===== src/rtl/bsc_pkg.sv =====
// shared types, widths and constants of the barometer compensation pipeline
package bsc_pkg;

	localparam int D_W       = 24;   // raw conversion width
	localparam int C_W       = 16;   // calibration word width
	localparam int DT_W      = D_W + 1;
	localparam int PROD_W    = DT_W + C_W + 1;
	localparam int SQP_W     = 2 * DT_W;
	localparam int T_W       = 19;   // temperature width
	localparam int T2_W      = 18;
	localparam int OFF1_W    = 36;
	localparam int SENS1_W   = 36;
	localparam int SQ_W      = 36;
	localparam int CORR_W    = 40;
	localparam int OFF_W     = 42;
	localparam int SENS_W    = 41;
	localparam int P_W       = 32;   // pressure result width

	localparam int TEMP_SHIFT = 23;
	localparam int OFF_SHIFT  = 7;
	localparam int SENS_SHIFT = 8;
	localparam int T2_SHIFT   = 31;
	localparam int C5_SHIFT   = 8;
	localparam int C2_SHIFT   = 16;
	localparam int C1_SHIFT   = 15;
	localparam int P1_SHIFT   = 21;
	localparam int P2_SHIFT   = 15;

	localparam int TEMP_BASE    = 2000;
	localparam int TEMP_LOW_OFS = 3500;  // base plus the low-temperature knee of 1500

	// final multiply split: low slice matches the first pressure shift
	localparam int SLO_W = P1_SHIFT;
	localparam int SHI_W = SENS_W - SLO_W;
	localparam int LO_W  = D_W + SLO_W;
	localparam int HI_W  = D_W + 1 + SHI_W;
	localparam int Q_W   = HI_W + 1;
	localparam int X_W   = P_W + P2_SHIFT + 1;

	localparam int CFG_IDX_W = 3;

	typedef enum logic [CFG_IDX_W-1:0] {
		REG_C1 = 3'd0,
		REG_C2 = 3'd1,
		REG_C3 = 3'd2,
		REG_C4 = 3'd3,
		REG_C5 = 3'd4,
		REG_C6 = 3'd5
	} cfg_reg_t;

	typedef struct packed {
		logic [C_W-1:0] c1;
		logic [C_W-1:0] c2;
		logic [C_W-1:0] c3;
		logic [C_W-1:0] c4;
		logic [C_W-1:0] c5;
		logic [C_W-1:0] c6;
	} coef_t;

	// first-order terms handed to the second-order correction
	typedef struct packed {
		logic                      ok;
		logic [D_W-1:0]            d1;
		logic signed [T_W-1:0]     temp1;
		logic signed [T_W-1:0]     dta;    // temp1 - 2000
		logic signed [T_W-1:0]     dtb;    // temp1 + 1500
		logic                      lt;
		logic                      lt2;
		logic [T2_W-1:0]           t2;
		logic signed [OFF1_W-1:0]  off1;
		logic signed [SENS1_W-1:0] sens1;
	} front_t;

	// corrected terms handed to the pressure stages
	typedef struct packed {
		logic                     ok;
		logic [D_W-1:0]           d1;
		logic signed [T_W-1:0]    temp;
		logic signed [OFF_W-1:0]  off;
		logic signed [SENS_W-1:0] sens;
	} mid_t;

endpackage


===== src/rtl/bsc_front.sv =====
// first-order compensation: dt, products and first-order terms, three stages
module bsc_front import bsc_pkg::*; (
	input  logic           clk,
	input  logic           arst_n,
	input  coef_t          coef,
	input  logic           in_valid,
	output logic           in_ready,
	input  logic [D_W-1:0] raw_pressure,
	input  logic [D_W-1:0] raw_temperature,
	output logic           out_valid,
	input  logic           out_ready,
	output front_t         out_data
);

	logic                     v_s1, v_s2, v_s3;
	logic                     rdy_s1, rdy_s2, rdy_s3;
	logic                     ok_s1, ok_s2;
	logic [D_W-1:0]           d1_s1, d1_s2;
	logic signed [DT_W-1:0]   dt_s1;
	logic signed [PROD_W-1:0] p6_s2, p4_s2, p3_s2;
	logic signed [SQP_W-1:0]  pdd_s2;
	front_t                   f_s3;

	logic signed [DT_W-1:0]   dt_c;
	logic signed [C_W:0]      c6_c, c4_c, c3_c;
	front_t                   f_c;

	assign rdy_s3   = !v_s3 || out_ready;
	assign rdy_s2   = !v_s2 || rdy_s3;
	assign rdy_s1   = !v_s1 || rdy_s2;
	assign in_ready = rdy_s1;

	assign dt_c = $signed({1'b0, raw_temperature}) - $signed({1'b0, coef.c5, C5_SHIFT'(0)});
	assign c6_c = $signed({1'b0, coef.c6});
	assign c4_c = $signed({1'b0, coef.c4});
	assign c3_c = $signed({1'b0, coef.c3});

	always_comb begin
		f_c       = '0;
		f_c.ok    = ok_s2;
		f_c.d1    = d1_s2;
		f_c.dta   = p6_s2[PROD_W-1:TEMP_SHIFT];
		f_c.temp1 = f_c.dta + T_W'(TEMP_BASE);
		f_c.dtb   = f_c.dta + T_W'(TEMP_LOW_OFS);
		f_c.lt    = f_c.dta[T_W-1];
		f_c.lt2   = f_c.dtb[T_W-1];
		f_c.t2    = pdd_s2[T2_SHIFT+T2_W-1:T2_SHIFT];
		f_c.off1  = $signed(OFF1_W'(coef.c2) << C2_SHIFT)
			+ OFF1_W'($signed(p4_s2[PROD_W-1:OFF_SHIFT]));
		f_c.sens1 = $signed(SENS1_W'(coef.c1) << C1_SHIFT)
			+ SENS1_W'($signed(p3_s2[PROD_W-1:SENS_SHIFT]));
	end

	always_ff @(posedge clk or negedge arst_n) begin
		if (!arst_n) begin
			v_s1 <= 1'b0;
			v_s2 <= 1'b0;
			v_s3 <= 1'b0;
		end else begin
			if (rdy_s1) v_s1 <= in_valid;
			if (rdy_s2) v_s2 <= v_s1;
			if (rdy_s3) v_s3 <= v_s2;
		end
	end

	always_ff @(posedge clk) begin
		if (rdy_s1 && in_valid) begin
			ok_s1 <= (raw_pressure != '0) && (raw_temperature != '0);
			d1_s1 <= raw_pressure;
			dt_s1 <= dt_c;
		end
		if (rdy_s2 && v_s1) begin
			ok_s2  <= ok_s1;
			d1_s2  <= d1_s1;
			p6_s2  <= dt_s1 * c6_c;
			p4_s2  <= dt_s1 * c4_c;
			p3_s2  <= dt_s1 * c3_c;
			pdd_s2 <= dt_s1 * dt_s1;
		end
		if (rdy_s3 && v_s2) begin
			f_s3 <= f_c;
		end
	end

	assign out_valid = v_s3;
	assign out_data  = f_s3;

endmodule


===== config.mk =====
export PLATFORM = sky130hd
export DESIGN_NAME = bsc_front
export DESIGN_NICKNAME = d
export VERILOG_FILES = /design/src/rtl/bsc_pkg.sv /design/src/rtl/bsc_front.sv
export SDC_FILE = /design/constraint.sdc
export NUM_CORES = 2
export LEC_CHECK = 0
export ABC_AREA = 1
export BUFFER_PORTS_ARGS = -buffer_cell sky130_fd_sc_hd__buf_2
export CAP_MARGIN = 20
export CORE_AREA = 2 2 451 453
export CTS_CLUSTER_SIZE = 12
export DETAILED_ROUTE_END_ITERATION = 6
export DIE_AREA = 0 0 453 455
export GPL_ROUTABILITY_DRIVEN = 0
export PLACE_DENSITY = 0.61
export SYNTH_ARGS = -nofsm -noshare
export SYNTH_HDL_FRONTEND = slang
export SYNTH_SLANG_ARGS = --single-unit

===== constraint.sdc =====
create_clock -name clk -period 16.9 [get_ports clk]
set_input_delay 0.845 -clock clk [delete_from_list [all_inputs] [get_ports clk]]
set_output_delay 0.845 -clock clk [all_outputs]
set_load 0.02 [all_outputs]

**Word level (Yosys, flattened, before mapping)**

Index checks and enable logic that the tools add are counted.

- Output and inout port bits: 176
- Bits of input ports: 148
- Word-level logic and storage cells: 43
- Register bits: 427

- $add $sub $neg: 5
- Reduce and logical (&&, ||, !) cells: 12
- $mul: 4

Operators with widths:

| cell | number |
|---|---|
| 25-bit by 17-bit multiplier with 42-bit output | 3 |
| 25-bit by 25-bit multiplier with 49-bit output | 1 |
| 24-bit nonzero test | 2 |
| 33-bit by 35-bit adder with 36-bit output | 1 |
| 32-bit by 34-bit adder with 35-bit output | 1 |
| 24-bit by 24-bit subtractor with 25-bit output | 1 |
| 19-bit by 12-bit adder with 19-bit output (second input constant) | 1 |
| 19-bit by 13-bit adder with 19-bit output (second input constant) | 1 |
| 1-bit logical AND | 4 |
| 1-bit logical NOT | 3 |
| 1-bit logical OR | 3 |

**Longest topological paths before layout**

- Word-level depth: 5
- Gate-level depth with buffers: 31
- Depth with buffers taken out: 28

**Worst setup path after synthesis**

No wires, ideal clock.

- Kind: input to register
- Start point: input port out_ready
- End point: register f_s3 (netlist bit out_data[0]) (enable)
- Cell stages on the path: 2
- Path slack: 7.385 ns
- Path buffers: 0
- Data required time: 16.155 ns
- Data arrival time: 8.770 ns
- Setup time: 0.745 ns
- Path through: inv_1 -> a21oi_1

- Word-level cells in the longest chain between the ends: 2

RTL lines:

| what | line | text |
|---|---|---|
| start, declared | bsc_front.sv:11 | `input logic out_ready,` |
| 1-bit logical OR | bsc_front.sv:28 | `assign rdy_s3 = !v_s3 \|\| out_ready;` |
| 1-bit logical AND | bsc_front.sv:80 | `if (rdy_s3 && v_s2) begin` |
| end signal, assigned | bsc_front.sv:81 | `f_s3 <= f_c;` |
| end, declared | bsc_front.sv:22 | `front_t f_s3;` |

No other way between the ends.
A chain may end at the register's enable or synchronous reset.

**Worst setup path after layout**

- Start point: register dt_s1[24]
- End point: register pdd_s2[46] (data pin)

- Word-level cells in the longest chain between the ends: 1

RTL lines:

| what | line | text |
|---|---|---|
| start, declared | bsc_front.sv:19 | `logic signed [DT_W-1:0] dt_s1;` |
| start signal, assigned | bsc_front.sv:70 | `dt_s1 <= dt_c;` |
| 25-bit by 25-bit multiplier with 49-bit output | bsc_front.sv:78 | `pdd_s2 <= dt_s1 * dt_s1;` |
| end signal, assigned | bsc_front.sv:78 |  |
| end, declared | bsc_front.sv:21 | `logic signed [SQP_W-1:0] pdd_s2;` |

No other way between the ends.

==> results.tsv <==
metric	value	unit
clk sinks	349	
met1 wire length	88200	um
Critical-path top delay cell	fa_1	
Synth area leader	fa_1	
worst skew pair latency	0.69	ns
crit-path most repeated cell	fa_1	
final slew viol count	0	
Largest stage delay, worst path	0.75	ns
Top Metal Used	met5	
slew at the pin with the worst max-slew slack	1.17	ns
Core ar.	201000	um^2
met3 WL	13400	um
Required @ worst endpoint	17.33	ns
Most used DFF post-synth	edfxtp_1	
post-synth top area share	44.1	%
total clock buffers created by CTS	44	
initial DRC count	4051	
CTS clock-pin slew for the worst setup and hold paths	0.06	ns
Synthesized Nets	11900	
synthesized area	80200	um^2
fmax	124	MHz
critical path fanouts, max	43	
WS Path Type	flip-flop to flip-flop	
largest net degree at the start of global routing	68	
CTS tree	built	
via count	59700	
Port Buf Inserts	323	
commonest non-fill, non-tap cell in the layout	inv_1	
via/cell ratio	4.86	
sequential share of the synthesized area	13.1	%
failing checks	design-rule violations	
post-route ant nets	0	
die area	206000	um^2
first-pass iteration count of the detailed router	7	
I/O pin count	324	
Final nets	12000	
die height	455	um
RSZ-0062 raised after global routing	false	
GRT overflow	0	
Critical Path Start Type	flip-flop	
Synth area leaders	fa_1, inv_1, edfxtp_1, nand2_1, ha_1	
first-pass GRT wire length	349000	um
synth unique cells	41	
commonest non-fill, non-tap cells in the layout	inv_1, nand2_1, fa_1	
# Post-CTS Setup Buffers	0	
initial antenna violation count	17	
Rel. slew slack	22.3	%
share of layout cells above drive strength 1	4.86	%
Yosys reg bits	349	
WL final	214000	um
arrival time at the worst endpoint	8.50	ns
yosys warns	0	
Initial Utilization	39.8	%
drt wl/cell	17.4	um
skew final	0.0723	ns
HPWL after DPL	170000	um
HP Class	input pin to flip-flop	
Final period util	47.7	%
Post-synth EDFFs	346	
Clk Tree Root Cell	clkbuf_16	
htree depth	2	
Final setup viols	0	
status	finished, violations left	
max cap viols	0	
vias in the first global route	65300	
# DRC	4	
clk buf depth	3	
Cells after Synth	9501	
Total Routing Usage GR	21.4	%
Synth async-reset ratio	0.860	%
Syn Area/Cell	8.44	um^2
min cycle time layout	8.07	ns
final hold viol count	0	
Chip Width	453	um
Crit. End Element	flip-flop	
area grow syn2layout	6.84	%
setup TNS	0	ns
Core Rows	165	
Core Util, Final	42.5	%
met2 routed WL	106000	um
routing by layer:
layer  track usage [%]  vias up
met5                 0        -
met4              6.41       12
met3              2.91      381
met2              37.2     1991
met1              27.7    30100
li1                  -    27200
per-stage QoR:
| step | std cells | setup slack (ns) | area (um^2) | hold WS [ns] |
|---|---|---|---|---|
| 2_1_floorplan | 9501 | 7.38 | 80200 | 0.400 |
| 4_1_cts | 12300 | 8.75 | 85600 | 0.299 |
| 5_1_grt | 12300 | 8.26 | 85600 | 0.322 |
| 6_report | 12300 | 8.83 | 85600 | 0.360 |
| 3_3_place_gp | 12200 | 8.83 | 84100 | 0.401 |
| 3_5_place_dp | 12200 | 8.78 | 84100 | 0.405 |
cell type report:
type / instances / area (um^2)
multi-input cells: 5876 / 57400
diodes: 7 / 17.5
inverters: 2922 / 11000
well taps: 2672 / 3340
flip-flops and latches: 349 / 10500
clock inverters: 27 / 348
clock buffers: 51 / 1130
fillers: 20000 / 116000
repair buffers: 373 / 1990
sequential cells by signal, indices dropped and copies added (netlist names):
signal	count
d1_s2	24
p4_s2	35
v_s2	1
out_data	165
d1_s1	24
pdd_s2	18
p6_s2	19
out_valid	1
ok_s2	1
ok_s1	1
v_s1	1
dt_s1	25
p3_s2	34
synth_stat cells, types with 53 or more instances:
library cell and n:
a21oi_1 274, ha_1 504, o21ai_0 127, fa_1 1766
nor2_1 348, nand2_1 2300, xor2_1 102, edfxtp_1 346
nand3_1 157, inv_1 2921, clkbuf_1 323, xnor2_1 53
critical path: cells and delay by family (launching register included):
kind | cells | cell delay (ns)
adders and majority gates | 8 | 4.41
buffers and inverters | 8 | 1.85
and+or+nand+nor | 9 | 1.17
DFF | 1 | 0.32
cells by family after synthesis:
| logic type | synth area share (%) |
|---|---|
| buffers and inverters | 15.4 |
| and+or+nand+nor | 14.5 |
| adders and majority gates | 52.0 |
| DFF | 13.1 |
| xor gates and xnor gates | 1.69 |
| AOI/OAI and AO/OA | 3.43 |
path summary, 6_finish.rpt:
path	from	to	slack, ns	cells past startpoint
max reg2reg	dt_s1[24]$_DFFE_PP_	pdd_s2[46]$_DFFE_PP_	8.83	25
max in group asynchronous	arst_n	out_valid$_DFFE_PN0P_	16.29	2
max	dt_s1[24]$_DFFE_PP_	pdd_s2[46]$_DFFE_PP_	8.83	25
min	raw_pressure[16]	d1_s1[16]$_DFFE_PP_	0.36	1
min in group asynchronous	arst_n	v_s1$_DFFE_PN0N_	0.50	2
min reg2reg	p4_s2[16]$_DFFE_PP_	out_data[45]$_DFFE_PP_	0.39	0
what timing repair did:
action,4_1_cts,5_1_grt
gates resized for setup,0,0
hold buffers,1,0
endpoints found under the hold margin,3,0
Power is left out: the tool's default activity adds up to more than one toggle a clock period on the data nets, which glitch-free logic cannot reach.
