==> config.mk <==
export PLATFORM = sky130hd
export DESIGN_NAME = bsc_press
export DESIGN_NICKNAME = d
export VERILOG_FILES = /design/src/rtl/bsc_pkg.sv /design/src/rtl/bsc_press.sv
export SDC_FILE = /design/constraint.sdc
export NUM_CORES = 2
export LEC_CHECK = 0
export BUFFER_PORTS_ARGS = -buffer_cell sky130_fd_sc_hd__buf_2
export CAP_MARGIN = 10
export CORE_UTILIZATION = 45
export CTS_CLUSTER_DIAMETER = 150
export DETAILED_ROUTE_END_ITERATION = 8
export PLACE_DENSITY = 0.64
export SLEW_MARGIN = 10
export SYNTH_ARGS = -nofsm -noshare
export SYNTH_HDL_FRONTEND = slang
export SYNTH_SLANG_ARGS = --single-unit
==> constraint.sdc <==
create_clock -name clk -period 4.09 [get_ports clk]
set_input_delay 0.6135 -clock clk [delete_from_list [all_inputs] [get_ports clk]]
set_output_delay 0.6135 -clock clk [all_outputs]
set_load 0.1 [all_outputs]
==> src/rtl/bsc_pkg.sv <==
// shared types, widths and constants of the barometer compensation pipeline
package bsc_pkg;

	localparam int D_W       = 24;   // raw conversion width
	localparam int C_W       = 16;   // calibration word width
	localparam int DT_W      = D_W + 1;
	localparam int PROD_W    = DT_W + C_W + 1;
	localparam int SQP_W     = 2 * DT_W;
	localparam int T_W       = 19;   // temperature width
	localparam int T2_W      = 18;
	localparam int OFF1_W    = 36;
	localparam int SENS1_W   = 36;
	localparam int SQ_W      = 36;
	localparam int CORR_W    = 40;
	localparam int OFF_W     = 42;
	localparam int SENS_W    = 41;
	localparam int P_W       = 32;   // pressure result width

	localparam int TEMP_SHIFT = 23;
	localparam int OFF_SHIFT  = 7;
	localparam int SENS_SHIFT = 8;
	localparam int T2_SHIFT   = 31;
	localparam int C5_SHIFT   = 8;
	localparam int C2_SHIFT   = 16;
	localparam int C1_SHIFT   = 15;
	localparam int P1_SHIFT   = 21;
	localparam int P2_SHIFT   = 15;

	localparam int TEMP_BASE    = 2000;
	localparam int TEMP_LOW_OFS = 3500;  // base plus the low-temperature knee of 1500

	// final multiply split: low slice matches the first pressure shift
	localparam int SLO_W = P1_SHIFT;
	localparam int SHI_W = SENS_W - SLO_W;
	localparam int LO_W  = D_W + SLO_W;
	localparam int HI_W  = D_W + 1 + SHI_W;
	localparam int Q_W   = HI_W + 1;
	localparam int X_W   = P_W + P2_SHIFT + 1;

	localparam int CFG_IDX_W = 3;

	typedef enum logic [CFG_IDX_W-1:0] {
		REG_C1 = 3'd0,
		REG_C2 = 3'd1,
		REG_C3 = 3'd2,
		REG_C4 = 3'd3,
		REG_C5 = 3'd4,
		REG_C6 = 3'd5
	} cfg_reg_t;

	typedef struct packed {
		logic [C_W-1:0] c1;
		logic [C_W-1:0] c2;
		logic [C_W-1:0] c3;
		logic [C_W-1:0] c4;
		logic [C_W-1:0] c5;
		logic [C_W-1:0] c6;
	} coef_t;

	// first-order terms handed to the second-order correction
	typedef struct packed {
		logic                      ok;
		logic [D_W-1:0]            d1;
		logic signed [T_W-1:0]     temp1;
		logic signed [T_W-1:0]     dta;    // temp1 - 2000
		logic signed [T_W-1:0]     dtb;    // temp1 + 1500
		logic                      lt;
		logic                      lt2;
		logic [T2_W-1:0]           t2;
		logic signed [OFF1_W-1:0]  off1;
		logic signed [SENS1_W-1:0] sens1;
	} front_t;

	// corrected terms handed to the pressure stages
	typedef struct packed {
		logic                     ok;
		logic [D_W-1:0]           d1;
		logic signed [T_W-1:0]    temp;
		logic signed [OFF_W-1:0]  off;
		logic signed [SENS_W-1:0] sens;
	} mid_t;

endpackage

==> src/rtl/bsc_press.sv <==
// pressure stages: split multiply, scaling, offset, saturation and output register
module bsc_press import bsc_pkg::*; (
	input  logic                  clk,
	input  logic                  arst_n,
	input  logic                  in_valid,
	output logic                  in_ready,
	input  mid_t                  in_data,
	output logic                  out_valid,
	input  logic                  out_ready,
	output logic signed [T_W-1:0] temperature_centi,
	output logic signed [P_W-1:0] pressure_centi,
	output logic                  result_valid
);

	logic                    v_s7, v_s8, v_s9, v_s10;
	logic                    rdy_s7, rdy_s8, rdy_s9, rdy_s10;
	logic                    ok_s7, ok_s8, ok_s9;
	logic signed [T_W-1:0]   temp_s7, temp_s8, temp_s9;
	logic signed [OFF_W-1:0] off_s7, off_s8;
	logic [LO_W-1:0]         lo_s7;
	logic signed [HI_W-1:0]  hi_s7;
	logic signed [Q_W-1:0]   q_s8;
	logic signed [X_W-1:0]   x_s9;
	logic signed [T_W-1:0]   temp_s10;
	logic signed [P_W-1:0]   p_s10;
	logic                    ok_s10;

	logic signed [SHI_W-1:0] shi_c;
	logic signed [P_W:0]     sh_c;
	logic signed [P_W-1:0]   p_c;

	assign rdy_s10  = !v_s10 || out_ready;
	assign rdy_s9   = !v_s9 || rdy_s10;
	assign rdy_s8   = !v_s8 || rdy_s9;
	assign rdy_s7   = !v_s7 || rdy_s8;
	assign in_ready = rdy_s7;

	assign shi_c = in_data.sens[SENS_W-1:SLO_W];

	// floor shift of the scaled product minus the offset, then clamp to 32 bits
	always_comb begin
		sh_c = x_s9[X_W-1:P2_SHIFT];
		if (sh_c[P_W] != sh_c[P_W-1]) begin
			p_c = sh_c[P_W] ? {1'b1, {(P_W-1){1'b0}}} : {1'b0, {(P_W-1){1'b1}}};
		end else begin
			p_c = sh_c[P_W-1:0];
		end
	end

	always_ff @(posedge clk or negedge arst_n) begin
		if (!arst_n) begin
			v_s7  <= 1'b0;
			v_s8  <= 1'b0;
			v_s9  <= 1'b0;
			v_s10 <= 1'b0;
		end else begin
			if (rdy_s7)  v_s7  <= in_valid;
			if (rdy_s8)  v_s8  <= v_s7;
			if (rdy_s9)  v_s9  <= v_s8;
			if (rdy_s10) v_s10 <= v_s9;
		end
	end

	always_ff @(posedge clk) begin
		if (rdy_s7 && in_valid) begin
			ok_s7   <= in_data.ok;
			temp_s7 <= in_data.temp;
			off_s7  <= in_data.off;
			lo_s7   <= in_data.d1 * in_data.sens[SLO_W-1:0];
			hi_s7   <= $signed({1'b0, in_data.d1}) * shi_c;
		end
		if (rdy_s8 && v_s7) begin
			ok_s8   <= ok_s7;
			temp_s8 <= temp_s7;
			off_s8  <= off_s7;
			q_s8    <= Q_W'(hi_s7) + $signed(Q_W'(lo_s7[LO_W-1:SLO_W]));
		end
		if (rdy_s9 && v_s8) begin
			ok_s9   <= ok_s8;
			temp_s9 <= temp_s8;
			x_s9    <= X_W'(q_s8) - X_W'(off_s8);
		end
		if (rdy_s10 && v_s9) begin
			ok_s10   <= ok_s9;
			temp_s10 <= ok_s9 ? temp_s9 : T_W'(0);
			p_s10    <= ok_s9 ? p_c : P_W'(0);
		end
	end

	assign out_valid         = v_s10;
	assign temperature_centi = temp_s10;
	assign pressure_centi    = p_s10;
	assign result_valid      = ok_s10;

endmodule

**Word level (Yosys, flattened, before mapping)**

Cells that the tools add are included.

- Shift operators: 0
- Order comparisons: 0
- Multipliers: 2
- Muxes and demuxes: 2
- Reductions and logical operators: 12
- Add/subtract/negate cells: 2
- Divide/modulo/power cells: 0
- Eq/ne operators: 1
- Bitwise gates (word level): 0

Operators with widths:

| cell | number |
|---|---|
| 32-bit 2-to-1 mux | 2 |
| 46-bit by 42-bit subtractor with 47-bit output | 1 |
| 45-bit by 25-bit adder with 46-bit output | 1 |
| 24-bit by 21-bit multiplier with 45-bit output | 1 |
| 25-bit by 20-bit multiplier with 45-bit output | 1 |
| 1-bit logical AND | 4 |
| 1-bit zero test | 4 |
| 1-bit logical OR | 4 |
| 1-bit != test | 1 |

- Word-level logic and storage cells: 38
- Bits in latches: 0
- Memories: 0
- Memory bits (read-only): 0
- Output and inout bits: 54
- Input bits: 131
- Bits in registers: 384
- Bits in writable memories: 0

**Longest topological paths before layout**

- Word-level depth: 6
- Mapped depth: 27
- Mapped depth without buffers: 26

**Worst setup path after synthesis**

Ideal clock, no wire load.

- Kind: in2reg
- Start: input port in_data[23] (netlist bit)
- End: register hi_s7[41] (data pin)
- Buffers on the path: 1
- Stages on the path: 26
- Data arrival time: 6.663 ns
- Path slack: -2.832 ns
- Library setup time: 0.260 ns
- Data required time: 3.830 ns
- Cells stage by stage: clkbuf_1 > and2_1 > fa_1 > fa_1 > inv_1 > fa_1 > inv_1 > fa_1 > inv_1 > fa_1 > inv_1 > fa_1 > inv_1 > fa_1 > inv_1 > ha_1 > a21o_1 > a21o_1 > a211o_1 > o21ai_1 > and2_4 > o41ai_2 > o31ai_2 > o21a_1 > o21ai_2 > xor2_1

- Word-level cells in the longest chain between the ends: 1

RTL lines:

| item | RTL line | text |
|---|---|---|
| from (decl) | bsc_press.sv:7 | `input mid_t in_data,` |
| 25-bit by 20-bit multiplier with 45-bit output | bsc_press.sv:70 | `hi_s7 <= $signed({1'b0, in_data.d1}) * shi_c;` |
| to (signal assigned) | bsc_press.sv:70 |  |
| to (decl) | bsc_press.sv:21 | `logic signed [HI_W-1:0] hi_s7;` |

Every way passes these cells.
A chain may end at the register's enable or synchronous reset.

**Worst setup path in the final report**

- Start: input port in_data[110] (netlist bit)
- End: register lo_s7[44] (data pin)

- Word-level cells in the longest chain between the ends: 1

RTL lines:

| item | RTL line | text |
|---|---|---|
| 24-bit by 21-bit multiplier with 45-bit output | bsc_press.sv:69 | `lo_s7 <= in_data.d1 * in_data.sens[SLO_W-1:0];` |
| to (signal assigned) | bsc_press.sv:69 |  |
| to (decl) | bsc_press.sv:20 | `logic [LO_W-1:0] lo_s7;` |

Every way passes these cells.

==> flow_summary.ini <==
[sta]
skew_ps = 13.4
clock.fmax_ghz = 0.152
final.setup.worst_slack_ps = -2510
min_period_ps = 6600
drv_slew = 0
slew_headroom_pct = 45.8
hold_viol_final = 0
fin_crit_sh_pct = 161
final-setup-viol-count = 64
worstMarginPinSlew_ps = 811
grt_setup_unrepaired = yes

[floorplanning]
dieArea_um2 = 104000
design.core.area_um2 = 102000
row_count = 117
die_y_um = 323
initial_core_util_pct = 45.5
pin_count = 185
die_x_um = 323

[yosys]
postSynthCellCount = 4534
synth_enable_flop_cells = 343
async_reset_ff_share_pct = 1.15
synth.avg_cell_area_um2 = 10.2
netlist_area_um2 = 46400
synthDistinctLibCells = 74
ys_seq_area_share_pct = 22.4
ys_ff_latch = 347
yosysWarnings = 0
synthFlopType = edfxtp_1
synth.area.top_cells = fa_1 (35%), edfxtp_1 (22%), ha_1 (11%)
synth_top_area_share_pct = 34.9
synth_nets = 5875
yosys.area.top_type = fa_1

[placed_design]
io_buffers = 184
dp_slack_ps = -3400
postPlaceCellArea_um2 = 52600
hpwl_um = 98100
place_congestion = 0.899

[worst_setup_path]
cp.arrival_ps = 6870
reg2reg_depth = 11
reg2reg_from = q_s8[4]$_DFFE_PP_
rr_endpoint = x_s9[46]$_DFFE_PP_
crit_path_end_kind = register
worstPathRequired_ps = 4360
worst-setup-path-type = primary input to register
reg2reg_slack_ps = 860
cp_max_fo = 4
crit_end = lo_s7[44]$_DFFE_PP_
start_kind = primary input
startpoint = in_data[110]

[job]
drv_cap = 0

[routing]
drt_pre_antenna_iters = 7
drtIter0Drc = 1817
vias = 32300
wl_um = 118000
ant_nets = 0
wire_per_inst_um = 18.3
drc = 0
via_per_inst = 4.99

[hold_path]
hp-class = primary input to register

[clocking]
clk_latency_ps = 530
root_buffer = clkbuf_16
clkTransAtPathRegs_ps = 60
cts_made_buffers = 36
htree_num_levels = 2
numClockSinks = 347
cts_tree = yes
cts_buffer_depth = 3

[finish]
layout_common_cells = inv_1 (936), fa_1 (771), and2_1 (532)
nets = 6418
final_area_um2 = 55600
areaGrowthSynthToFinish_pct = 20.0
final_common_cell = inv_1
drive_gt1_share_pct = 19.5

[global_route]
grt_remaining_overflow = 0
grt_max_degree = 53
grt_pass1_wl_um = 190000
grt_usage_pct = 23.4
grt_pass1_vias = 34600
antenna_found_initial = 9

[outcome]
violations = negative setup slack
status = finished, violations left
what timing repair did:
action                                  4_1_cts  5_1_grt
pin swaps                                   116      101
endpoints found under the hold margin         4        0
endpoints found under the setup margin       64       64
hold buffers                                  1        0
setup buffers                                34       14
cloned                                        2        3
resized for setup                           216      120
state kept, by name (all words and copies together) (netlist names):
name               cells
hi_s7                 45
lo_s7                 24
off_s7                42
off_s8                42
ok_s7                  1
ok_s8                  1
ok_s9                  1
out_valid              1
pressure_centi        32
q_s8                  46
result_valid           1
temp_s7               19
temp_s8               19
temp_s9               19
temperature_centi     19
v_s7                   1
v_s8                   1
v_s9                   1
x_s9                  32
through the flow:
| step | std cells | utilization, % | hold slack (ps) | setup TNS (ps) |
|---|---|---|---|---|
| after floorplan | 4534 | - | 318 | -125730 |
| after global placement | 6363 | 51.7 | 401 | -174410 |
| after detailed placement | 6363 | 51.7 | 405 | -178680 |
| after CTS | 6463 | 54.0 | 226 | -129350 |
| after global routing | 6476 | 54.6 | 228 | -137980 |
| final | 6476 | 54.6 | 255 | -129280 |
synthesized netlist by cell type (5+ instances only):
cell type and instances:
nand3_1 33, inv_1 968, o211ai_1 12, o21bai_1 15, a211oi_1 7, clkbuf_1 188
edfxtp_1 343, o21a_1 16, a21oi_1 110, a31o_2 5, o21ai_1 6, nand3b_1 5
xor2_1 42, nor2_1 71, and2_1 569, nor2b_1 28, buf_1 5, xnor2_1 88
nand4_1 19, fa_1 808, a21o_1 83, and3_1 18, ha_1 402, nand2b_1 28
nand2_1 515, a31oi_1 11, o21ai_0 39, nor3_1 16
layer usage:
metal	track usage (%)	part of all wire, %	vias to the layer above
met2	38.8	46	1005
li1	-	-	15000
met1	32.4	44	16200
met4	5.90	2.7	4
met3	3.23	6.7	165
met5	0	0.018	-
worst min path at each step:
stage                                    start                    end  cells after the start
after floorplan                         arst_n  out_valid$_DFFE_PN0P_                      0
after global placement    off_s7[25]$_DFFE_PP_   off_s8[25]$_DFFE_PP_                      0
after detailed placement  off_s7[26]$_DFFE_PP_   off_s8[26]$_DFFE_PP_                      0
after CTS                          in_data[75]   off_s7[34]$_DFFE_PP_                      1
after global routing               in_data[76]   off_s7[35]$_DFFE_PP_                      1
final                              in_data[76]   off_s7[35]$_DFFE_PP_                      1
final cells by class:
class / instances / area (µm²)
tap: 1368 / 1710
fill: 8911 / 46300
multi-input combinational: 3024 / 32700
antenna: 4 / 10.0
timing repair buffer: 700 / 5970
clock inverter: 20 / 274
clock buffer: 45 / 935
inverter: 968 / 3630
sequential: 347 / 10400
worst max-delay path, stage by stage:
cell	delay (ps)
buf_12	120
buf_12	130
buf_12	130
and2_4	130
fa_1	510
inv_2	40
fa_1	440
fa_1	500
inv_2	40
fa_1	540
fa_2	450
fa_1	510
inv_1	50
fa_1	490
inv_2	60
ha_4	280
nand2_4	50
or4_4	550
a31oi_4	210
nand2_2	90
a211oi_2	190
buf_4	180
o21a_4	160
a21o_4	150
a311oi_2	100
xnor2_1	130
logic make-up (layout without fill, tap and decap cells):
logic type                 after synthesis  count (layout)  share of synthesized area, %
DFF                                    347             347                          22.4
buffers and inverters                 1163            1733                          9.42
muxes                                    2               2                        0.0432
and+or+nand+nor                       1328            1328                          14.8
adders and majority gates             1210            1210                          45.7
xor gates and xnor gates               130             130                          2.46
AOI/OAI and AO/OA                      354             354                          5.13
other                                    0               4                             0
Power is not shown: default switching activity piles up to over one toggle a cycle in this logic, so the estimate is an artifact.
