==> src/rtl/bsc_pkg.sv <==
// shared types, widths and constants of the barometer compensation pipeline
package bsc_pkg;

	localparam int D_W       = 24;   // raw conversion width
	localparam int C_W       = 16;   // calibration word width
	localparam int DT_W      = D_W + 1;
	localparam int PROD_W    = DT_W + C_W + 1;
	localparam int SQP_W     = 2 * DT_W;
	localparam int T_W       = 19;   // temperature width
	localparam int T2_W      = 18;
	localparam int OFF1_W    = 36;
	localparam int SENS1_W   = 36;
	localparam int SQ_W      = 36;
	localparam int CORR_W    = 40;
	localparam int OFF_W     = 42;
	localparam int SENS_W    = 41;
	localparam int P_W       = 32;   // pressure result width

	localparam int TEMP_SHIFT = 23;
	localparam int OFF_SHIFT  = 7;
	localparam int SENS_SHIFT = 8;
	localparam int T2_SHIFT   = 31;
	localparam int C5_SHIFT   = 8;
	localparam int C2_SHIFT   = 16;
	localparam int C1_SHIFT   = 15;
	localparam int P1_SHIFT   = 21;
	localparam int P2_SHIFT   = 15;

	localparam int TEMP_BASE    = 2000;
	localparam int TEMP_LOW_OFS = 3500;  // base plus the low-temperature knee of 1500

	// final multiply split: low slice matches the first pressure shift
	localparam int SLO_W = P1_SHIFT;
	localparam int SHI_W = SENS_W - SLO_W;
	localparam int LO_W  = D_W + SLO_W;
	localparam int HI_W  = D_W + 1 + SHI_W;
	localparam int Q_W   = HI_W + 1;
	localparam int X_W   = P_W + P2_SHIFT + 1;

	localparam int CFG_IDX_W = 3;

	typedef enum logic [CFG_IDX_W-1:0] {
		REG_C1 = 3'd0,
		REG_C2 = 3'd1,
		REG_C3 = 3'd2,
		REG_C4 = 3'd3,
		REG_C5 = 3'd4,
		REG_C6 = 3'd5
	} cfg_reg_t;

	typedef struct packed {
		logic [C_W-1:0] c1;
		logic [C_W-1:0] c2;
		logic [C_W-1:0] c3;
		logic [C_W-1:0] c4;
		logic [C_W-1:0] c5;
		logic [C_W-1:0] c6;
	} coef_t;

	// first-order terms handed to the second-order correction
	typedef struct packed {
		logic                      ok;
		logic [D_W-1:0]            d1;
		logic signed [T_W-1:0]     temp1;
		logic signed [T_W-1:0]     dta;    // temp1 - 2000
		logic signed [T_W-1:0]     dtb;    // temp1 + 1500
		logic                      lt;
		logic                      lt2;
		logic [T2_W-1:0]           t2;
		logic signed [OFF1_W-1:0]  off1;
		logic signed [SENS1_W-1:0] sens1;
	} front_t;

	// corrected terms handed to the pressure stages
	typedef struct packed {
		logic                     ok;
		logic [D_W-1:0]           d1;
		logic signed [T_W-1:0]    temp;
		logic signed [OFF_W-1:0]  off;
		logic signed [SENS_W-1:0] sens;
	} mid_t;

endpackage

==> src/rtl/bsc_second.sv <==
// second-order correction: squares, correction terms and subtraction, three stages
module bsc_second import bsc_pkg::*; (
	input  logic   clk,
	input  logic   arst_n,
	input  logic   in_valid,
	output logic   in_ready,
	input  front_t in_data,
	output logic   out_valid,
	input  logic   out_ready,
	output mid_t   out_data
);

	logic                   v_s4, v_s5, v_s6;
	logic                   rdy_s4, rdy_s5, rdy_s6;
	front_t                 f_s4, f_s5;
	logic [SQ_W-1:0]        sqa_s4, sqb_s4;
	logic [CORR_W-1:0]      off2_s5, sens2_s5;
	mid_t                   m_s6;

	logic signed [2*T_W-1:0] sqa_c, sqb_c;
	logic [CORR_W-1:0]       a5_c, b7_c, b11_c, off2_c, sens2_c;
	mid_t                    m_c;

	assign rdy_s6   = !v_s6 || out_ready;
	assign rdy_s5   = !v_s5 || rdy_s6;
	assign rdy_s4   = !v_s4 || rdy_s5;
	assign in_ready = rdy_s4;

	assign sqa_c = $signed(in_data.dta) * $signed(in_data.dta);
	assign sqb_c = $signed(in_data.dtb) * $signed(in_data.dtb);

	// constant multiples by shift, add and subtract
	always_comb begin
		a5_c    = (CORR_W'(sqa_s4) << 2) + CORR_W'(sqa_s4);
		b7_c    = (CORR_W'(sqb_s4) << 3) - CORR_W'(sqb_s4);
		b11_c   = (CORR_W'(sqb_s4) << 3) + (CORR_W'(sqb_s4) << 1) + CORR_W'(sqb_s4);
		off2_c  = (a5_c >> 1) + (f_s4.lt2 ? b7_c : '0);
		sens2_c = (a5_c >> 2) + (f_s4.lt2 ? (b11_c >> 1) : '0);
	end

	// corrections only apply below the 20 degree knee
	always_comb begin
		m_c      = '0;
		m_c.ok   = f_s5.ok;
		m_c.d1   = f_s5.d1;
		m_c.temp = f_s5.temp1 - (f_s5.lt ? $signed({1'b0, f_s5.t2}) : T_W'(0));
		m_c.off  = OFF_W'($signed(f_s5.off1)) - (f_s5.lt ? OFF_W'(off2_s5) : OFF_W'(0));
		m_c.sens = SENS_W'($signed(f_s5.sens1)) - (f_s5.lt ? SENS_W'(sens2_s5) : SENS_W'(0));
	end

	always_ff @(posedge clk or negedge arst_n) begin
		if (!arst_n) begin
			v_s4 <= 1'b0;
			v_s5 <= 1'b0;
			v_s6 <= 1'b0;
		end else begin
			if (rdy_s4) v_s4 <= in_valid;
			if (rdy_s5) v_s5 <= v_s4;
			if (rdy_s6) v_s6 <= v_s5;
		end
	end

	always_ff @(posedge clk) begin
		if (rdy_s4 && in_valid) begin
			f_s4   <= in_data;
			sqa_s4 <= sqa_c[SQ_W-1:0];
			sqb_s4 <= sqb_c[SQ_W-1:0];
		end
		if (rdy_s5 && v_s4) begin
			f_s5     <= f_s4;
			off2_s5  <= off2_c;
			sens2_s5 <= sens2_c;
		end
		if (rdy_s6 && v_s5) begin
			m_s6 <= m_c;
		end
	end

	assign out_valid = v_s6;
	assign out_data  = m_s6;

endmodule

==> config.mk <==
export PLATFORM = sky130hd
export DESIGN_NAME = bsc_second
export DESIGN_NICKNAME = d
export VERILOG_FILES = /design/src/rtl/bsc_pkg.sv /design/src/rtl/bsc_second.sv
export SDC_FILE = /design/constraint.sdc
export NUM_CORES = 2
export LEC_CHECK = 0
export ABC_AREA = 1
export ABC_CLOCK_PERIOD_IN_PS = 7100
export BUFFER_PORTS_ARGS = -buffer_cell sky130_fd_sc_hd__buf_2
export CORE_MARGIN = 2
export CORE_UTILIZATION = 58
export CTS_BUF_LIST = sky130_fd_sc_hd__clkbuf_16
export DETAILED_ROUTE_END_ITERATION = 8
export GPL_TIMING_DRIVEN = 0
export HOLD_SLACK_MARGIN = 0.05
export PLACE_DENSITY = 0.82
export SETUP_SLACK_MARGIN = 0.2
export SYNTH_ARGS = -nofsm -noshare
export SYNTH_HDL_FRONTEND = slang
export SYNTH_SLANG_ARGS = --single-unit
==> constraint.sdc <==
create_clock -name clk -period 7.1 [get_ports clk]
set_input_delay 0.355 -clock clk [delete_from_list [all_inputs] [get_ports clk]]
set_output_delay 0.355 -clock clk [all_outputs]
set_load 0.05 [all_outputs]
Word level (Yosys, flattened, before mapping):

Cells that the tools add are included.

* flip-flop bits (word level): 553
* bits of input ports: 178
* output and inout port bits: 129
* word-level logic and storage cells: 52

* add/sub/neg operators: 9
* multiply operators: 2
* muxes and demuxes: 5
* reductions and logical operators: 9

Operator list (count)
* 40-bit 2-to-1 mux: 3
* 19-bit by 19-bit multiplier with 36-bit output: 2
* 36-bit by 41-bit subtractor with 42-bit output: 1
* 41-bit by 40-bit subtractor with 41-bit output: 1
* 37-bit by 39-bit adder with 40-bit output: 1
* 38-bit by 40-bit adder with 40-bit output: 1
* 39-bit by 37-bit adder with 40-bit output: 1
* 40-bit by 36-bit adder with 40-bit output: 1
* 39-bit by 36-bit subtractor with 40-bit output: 1
* 38-bit by 36-bit adder with 39-bit output: 1
* 39-bit 2-to-1 mux: 1
* 19-bit subtractor: 1
* 18-bit 2-to-1 mux: 1
* 1-bit logical AND: 3
* 1-bit zero test: 3
* 1-bit logical OR: 3

Logic depth before layout (Yosys ltp):

* depth in word-level cells: 5
* gate-level depth with buffers: 29
* depth with buffers taken out: 29

Worst setup path after synthesis:

No wires, ideal clock.

* kind: reg-to-reg
* start: reg v_s6, in the netlist out_valid
* end: reg m_s6 (netlist bit out_data[0]), enable pin
* library setup time: 655 ps
* arrival time: 6794 ps
* required time: 6445 ps
* slack: -349 ps
* cell stages (with the launch flop): 2
* path buffers: 0
* period minus slack after synthesis: 7449 ps
* cell sequence: dfrtp_1 a21oi_1

* cells in the longest elaborated chain, start to end: 3

Ends and longest elaborated chain
* from (decl): RTL line bsc_second.sv:13 `logic v_s4, v_s5, v_s6;`
* from (signal assigned): RTL line bsc_second.sv:59 `if (rdy_s6) v_s6 <= v_s5;`
* 1-bit zero test: RTL line bsc_second.sv:24 `assign rdy_s6 = !v_s6 || out_ready;`
* 1-bit logical OR: RTL line bsc_second.sv:24
* 1-bit logical AND: RTL line bsc_second.sv:74 `if (rdy_s6 && v_s5) begin`
* to (signal assigned): RTL line bsc_second.sv:75 `m_s6 <= m_c;`
* to (decl): RTL line bsc_second.sv:18 `mid_t m_s6;`

Every way passes these cells.
A chain may end at the register's enable or synchronous reset.

Final worst setup path:

* start: in in_data[120] in the netlist's numbering
* end: reg sqa_s4[35], data pin

* cells in the longest elaborated chain, start to end: 1

Ends and longest elaborated chain
* from (decl): RTL line bsc_second.sv:7 `input front_t in_data,`
* 19-bit by 19-bit multiplier with 36-bit output: RTL line bsc_second.sv:29 `assign sqa_c = $signed(in_data.dta) * $signed(in_data.dta);`
* net sqa_c[35]: RTL line bsc_second.sv:20 `logic signed [2*T_W-1:0] sqa_c, sqb_c;`
* to (signal assigned): RTL line bsc_second.sv:66 `sqa_s4 <= sqa_c[SQ_W-1:0];`
* to (decl): RTL line bsc_second.sv:16 `logic [SQ_W-1:0] sqa_s4, sqb_s4;`

The timed path passes the listed nets, and every way through them passes these cells.

==> impl_metrics.yaml <==
logic_synthesis:
  synth_warnings: 0
  ys.flop_type: "edfxtp_1"
  yosysSeqAreaShare_pct: 27.23
  async_reset_ff_share_pct: 0.5455
  syn_avg_cell_area_um2: 8.689
  synth_top_family_by_area: "adder cells"
  synth_area_um2: 60610
  netlist_instances: 6975
  ys_ff_latch: 550
  synth_xor_area_share_pct: 4.422
  synth_top_area_cell: "edfxtp_1"
  muxShareOfSynthArea_pct: 0
  synth_common_cells: "nand2_1 (1,446), inv_1 (1,396), fa_1 (673)"
  synth-simple-area-share_pct: 16.74
  synth_edf_count: 547
  synth_compound_area_share_pct: 9.245
  synth_fa_ha_area_share_pct: 33.01
  synth_area_leaders: "edfxtp_1 (27%), fa_1 (22%), ha_1 (11%)"
  yosysMostFrequentCell: "nand2_1"
  yosysUniqueCellTypes: 60
  synth_top_area_share_pct: 27.10
die:
  start_util_pct: 58.48
  pin_count: 307
  fp.dieArea_um2: 107100
  num_rows: 118
  fp.dieH_um: 327.3
  core_um2: 103600
  die_x_um: 327.3
cts:
  numCtsBuffers: 54
  path_clk_slew_ns: 0.06
  cts_buffer_depth: 3
  cts_sinks: 550
  cts_setup_buffers: 0
  cts_tree: "done"
  cts-root-buf: "clkbuf_16"
  htree_levels: 2
  worstSkewPairLatency_ns: 0.64
grt:
  use_met3_pct: 4.723
  grt-busiest-layer: "met2"
  grt_max_degree: 111
  grt_util_all_layers_pct: 33.97
  antenna_found_initial: 3
  grt-ovfl-total: 0
  use_met1_pct: 43.04
  grt_pass1_vias: 51550
  grt_first_pass_wirelength_um: 282900
  grtUsageMet2_pct: 58.19
worst_setup_path:
  cp.arrival_ns: 7.04
  path_class: "in2reg"
  crit_path_end_kind: "flop"
  crit_fanout: 10
  critPathLaunchType: "input pin"
  crit_required_ns: 7.44
  reg2reg_slack_ns: 2.09
place:
  place_hpwl_um: 146700
  io_buffers: 293
  gp_congestion: 1.019
cells_and_area:
  fill_cells: 8524
  multi_input_area_um2: 38460
  register_area_um2: 16500
  drive_gt1_share_pct: 7.675
  nets: 8833
  area_delta_synth_final_pct: 10.80
timing:
  skew_ns: 0.03983
  rsz0062_at_grt: "yes"
  period_needed_ns: 6.697
  slew_violations: 0
  max_freq_mhz: 149.3
  final-setup-viol-count: 0
  fin_crit_sh_pct: 94.32
  relSlewSlack_pct: 41.37
  worstMarginPinSlew_ns: 0.8732
  fin_tns_setup_ns: 0
  hold_violations: 0
detailed_routing:
  drt-wirelength-per-cell_um: 20.47
  routed_wirelength_um: 182100
  drtIter0Drc: 4616
  post-route-drc-count: 0
  drt_pass1_iterations: 9
  num_vias: 50480
  ant_nets: 0
  via_per_inst: 5.676
flow_run:
  maxCapViolCount: 0
outcome:
  status: "finished, final reports clean"
min_path:
  min-delay-path-class: "in2reg"
==> path summary, 6_finish.rpt <==
path	start	end	cells past startpoint
setup / recovery	in_data[120]	sqa_s4[35]	22
hold / removal	in_valid	v_s4	3
setup reg to reg	sqb_s4[4]	sens2_s5[37]	23
hold reg to reg	f_s4[79]	f_s5[79]	0
max in group asynchronous	arst_n	v_s4	3
min in group asynchronous	arst_n	v_s5	3
==> cells by family after synthesis <==
logic type,count (synthesis)
AND/OR/NAND/NOR,2454
XOR/XNOR,306
other,1
flip-flops,550
buffers and inverters,1508
adder cells (fa/ha/maj),1195
AO/OA/AOI/OAI,961
==> cell type report <==
| class | count | area share, % |
|---|---|---|
| timing repair buffer | 441 | 4.528 |
| antenna | 8 | 0.02981 |
| tap | 1380 | 2.571 |
| clock inverter | 46 | 0.5403 |
| buffer | 85 | 0.5403 |
| inverter | 1410 | 7.904 |
| multi-input combinational | 4918 | 57.27 |
| sequential | 550 | 24.57 |
| clock buffer | 55 | 2.050 |
==> cells in the final DEF, fill, tap and decap left out, types with 28 or more instances in the layout <==
cell type	netlist	routed
a31oi_1	49	49
edfxtp_1	547	547
inv_1	1396	1404
buf_2	8	303
xnor2_1	92	92
ha_1	522	522
nand2_1	1446	1445
clkbuf_16	0	55
nand4_1	61	61
fa_1	673	672
clkbuf_1	62	39
nor2_2	28	28
nand3_1	183	183
a21o_1	56	56
dlygate4sd3_1	0	141
xor2_1	214	214
nor3_1	53	53
o21ai_0	230	230
o21bai_1	61	61
a21oi_1	431	430
nor2_1	589	589
==> flip-flops by register name, summed over array words and instances (netlist names) <==
| name | count |
|---|---|
| off2_s5 | 40 |
| out_data | 127 |
| out_valid | 1 |
| sqa_s4 | 35 |
| sqb_s4 | 35 |
| f_s5 | 135 |
| sens2_s5 | 39 |
| f_s4 | 136 |
| v_s4 | 1 |
| v_s5 | 1 |
==> critical path, cell delays in order <==
cell and delay, ns:
buf_2 0.12, clkbuf_1 0.61, clkbuf_2 0.48, nand2_1 0.13
fa_1 0.48, fa_1 0.76, fa_1 0.53, fa_1 0.57
inv_1 0.05, fa_1 0.48, inv_1 0.05, fa_1 0.47
inv_1 0.04, ha_1 0.33, ha_1 0.34, inv_1 0.07
nor3_1 0.35, nand2_1 0.12, or2_1 0.24, nand3_1 0.19
nand3b_1 0.14, nand2_1 0.11
==> layer usage <==
layer	part of all wire (%)	vias to the layer above
met2	48	2509
met1	39	24160
met3	7.8	596
met4	5.3	0
met5	0	-
li1	-	23210
==> through the flow <==
step                      area, µm²  setup WS [ns]  hold WS (ns)  instances  util, %
final                         67150         0.4031        0.1259       8893    64.79
after global routing          67140         0.1995        0.1232       8888    64.78
after CTS                     67150         0.1919        0.1084       8898    64.79
after detailed placement      63990        -0.5895        0.1609       8656    61.74
after global placement        63810        -0.5219        0.1523       8649    61.56
after floorplan               60610         0.9359       0.05941       6976        -
==> repair_timing <==
item                                    4_1_cts  5_1_grt
hold endpoints to repair                    142        0
resized for setup                             3       35
endpoints found under the setup margin        4       24
hold buffers                                141        0
Power is not shown: default switching activity piles up to over one toggle a cycle in this logic, so the estimate is an artifact.
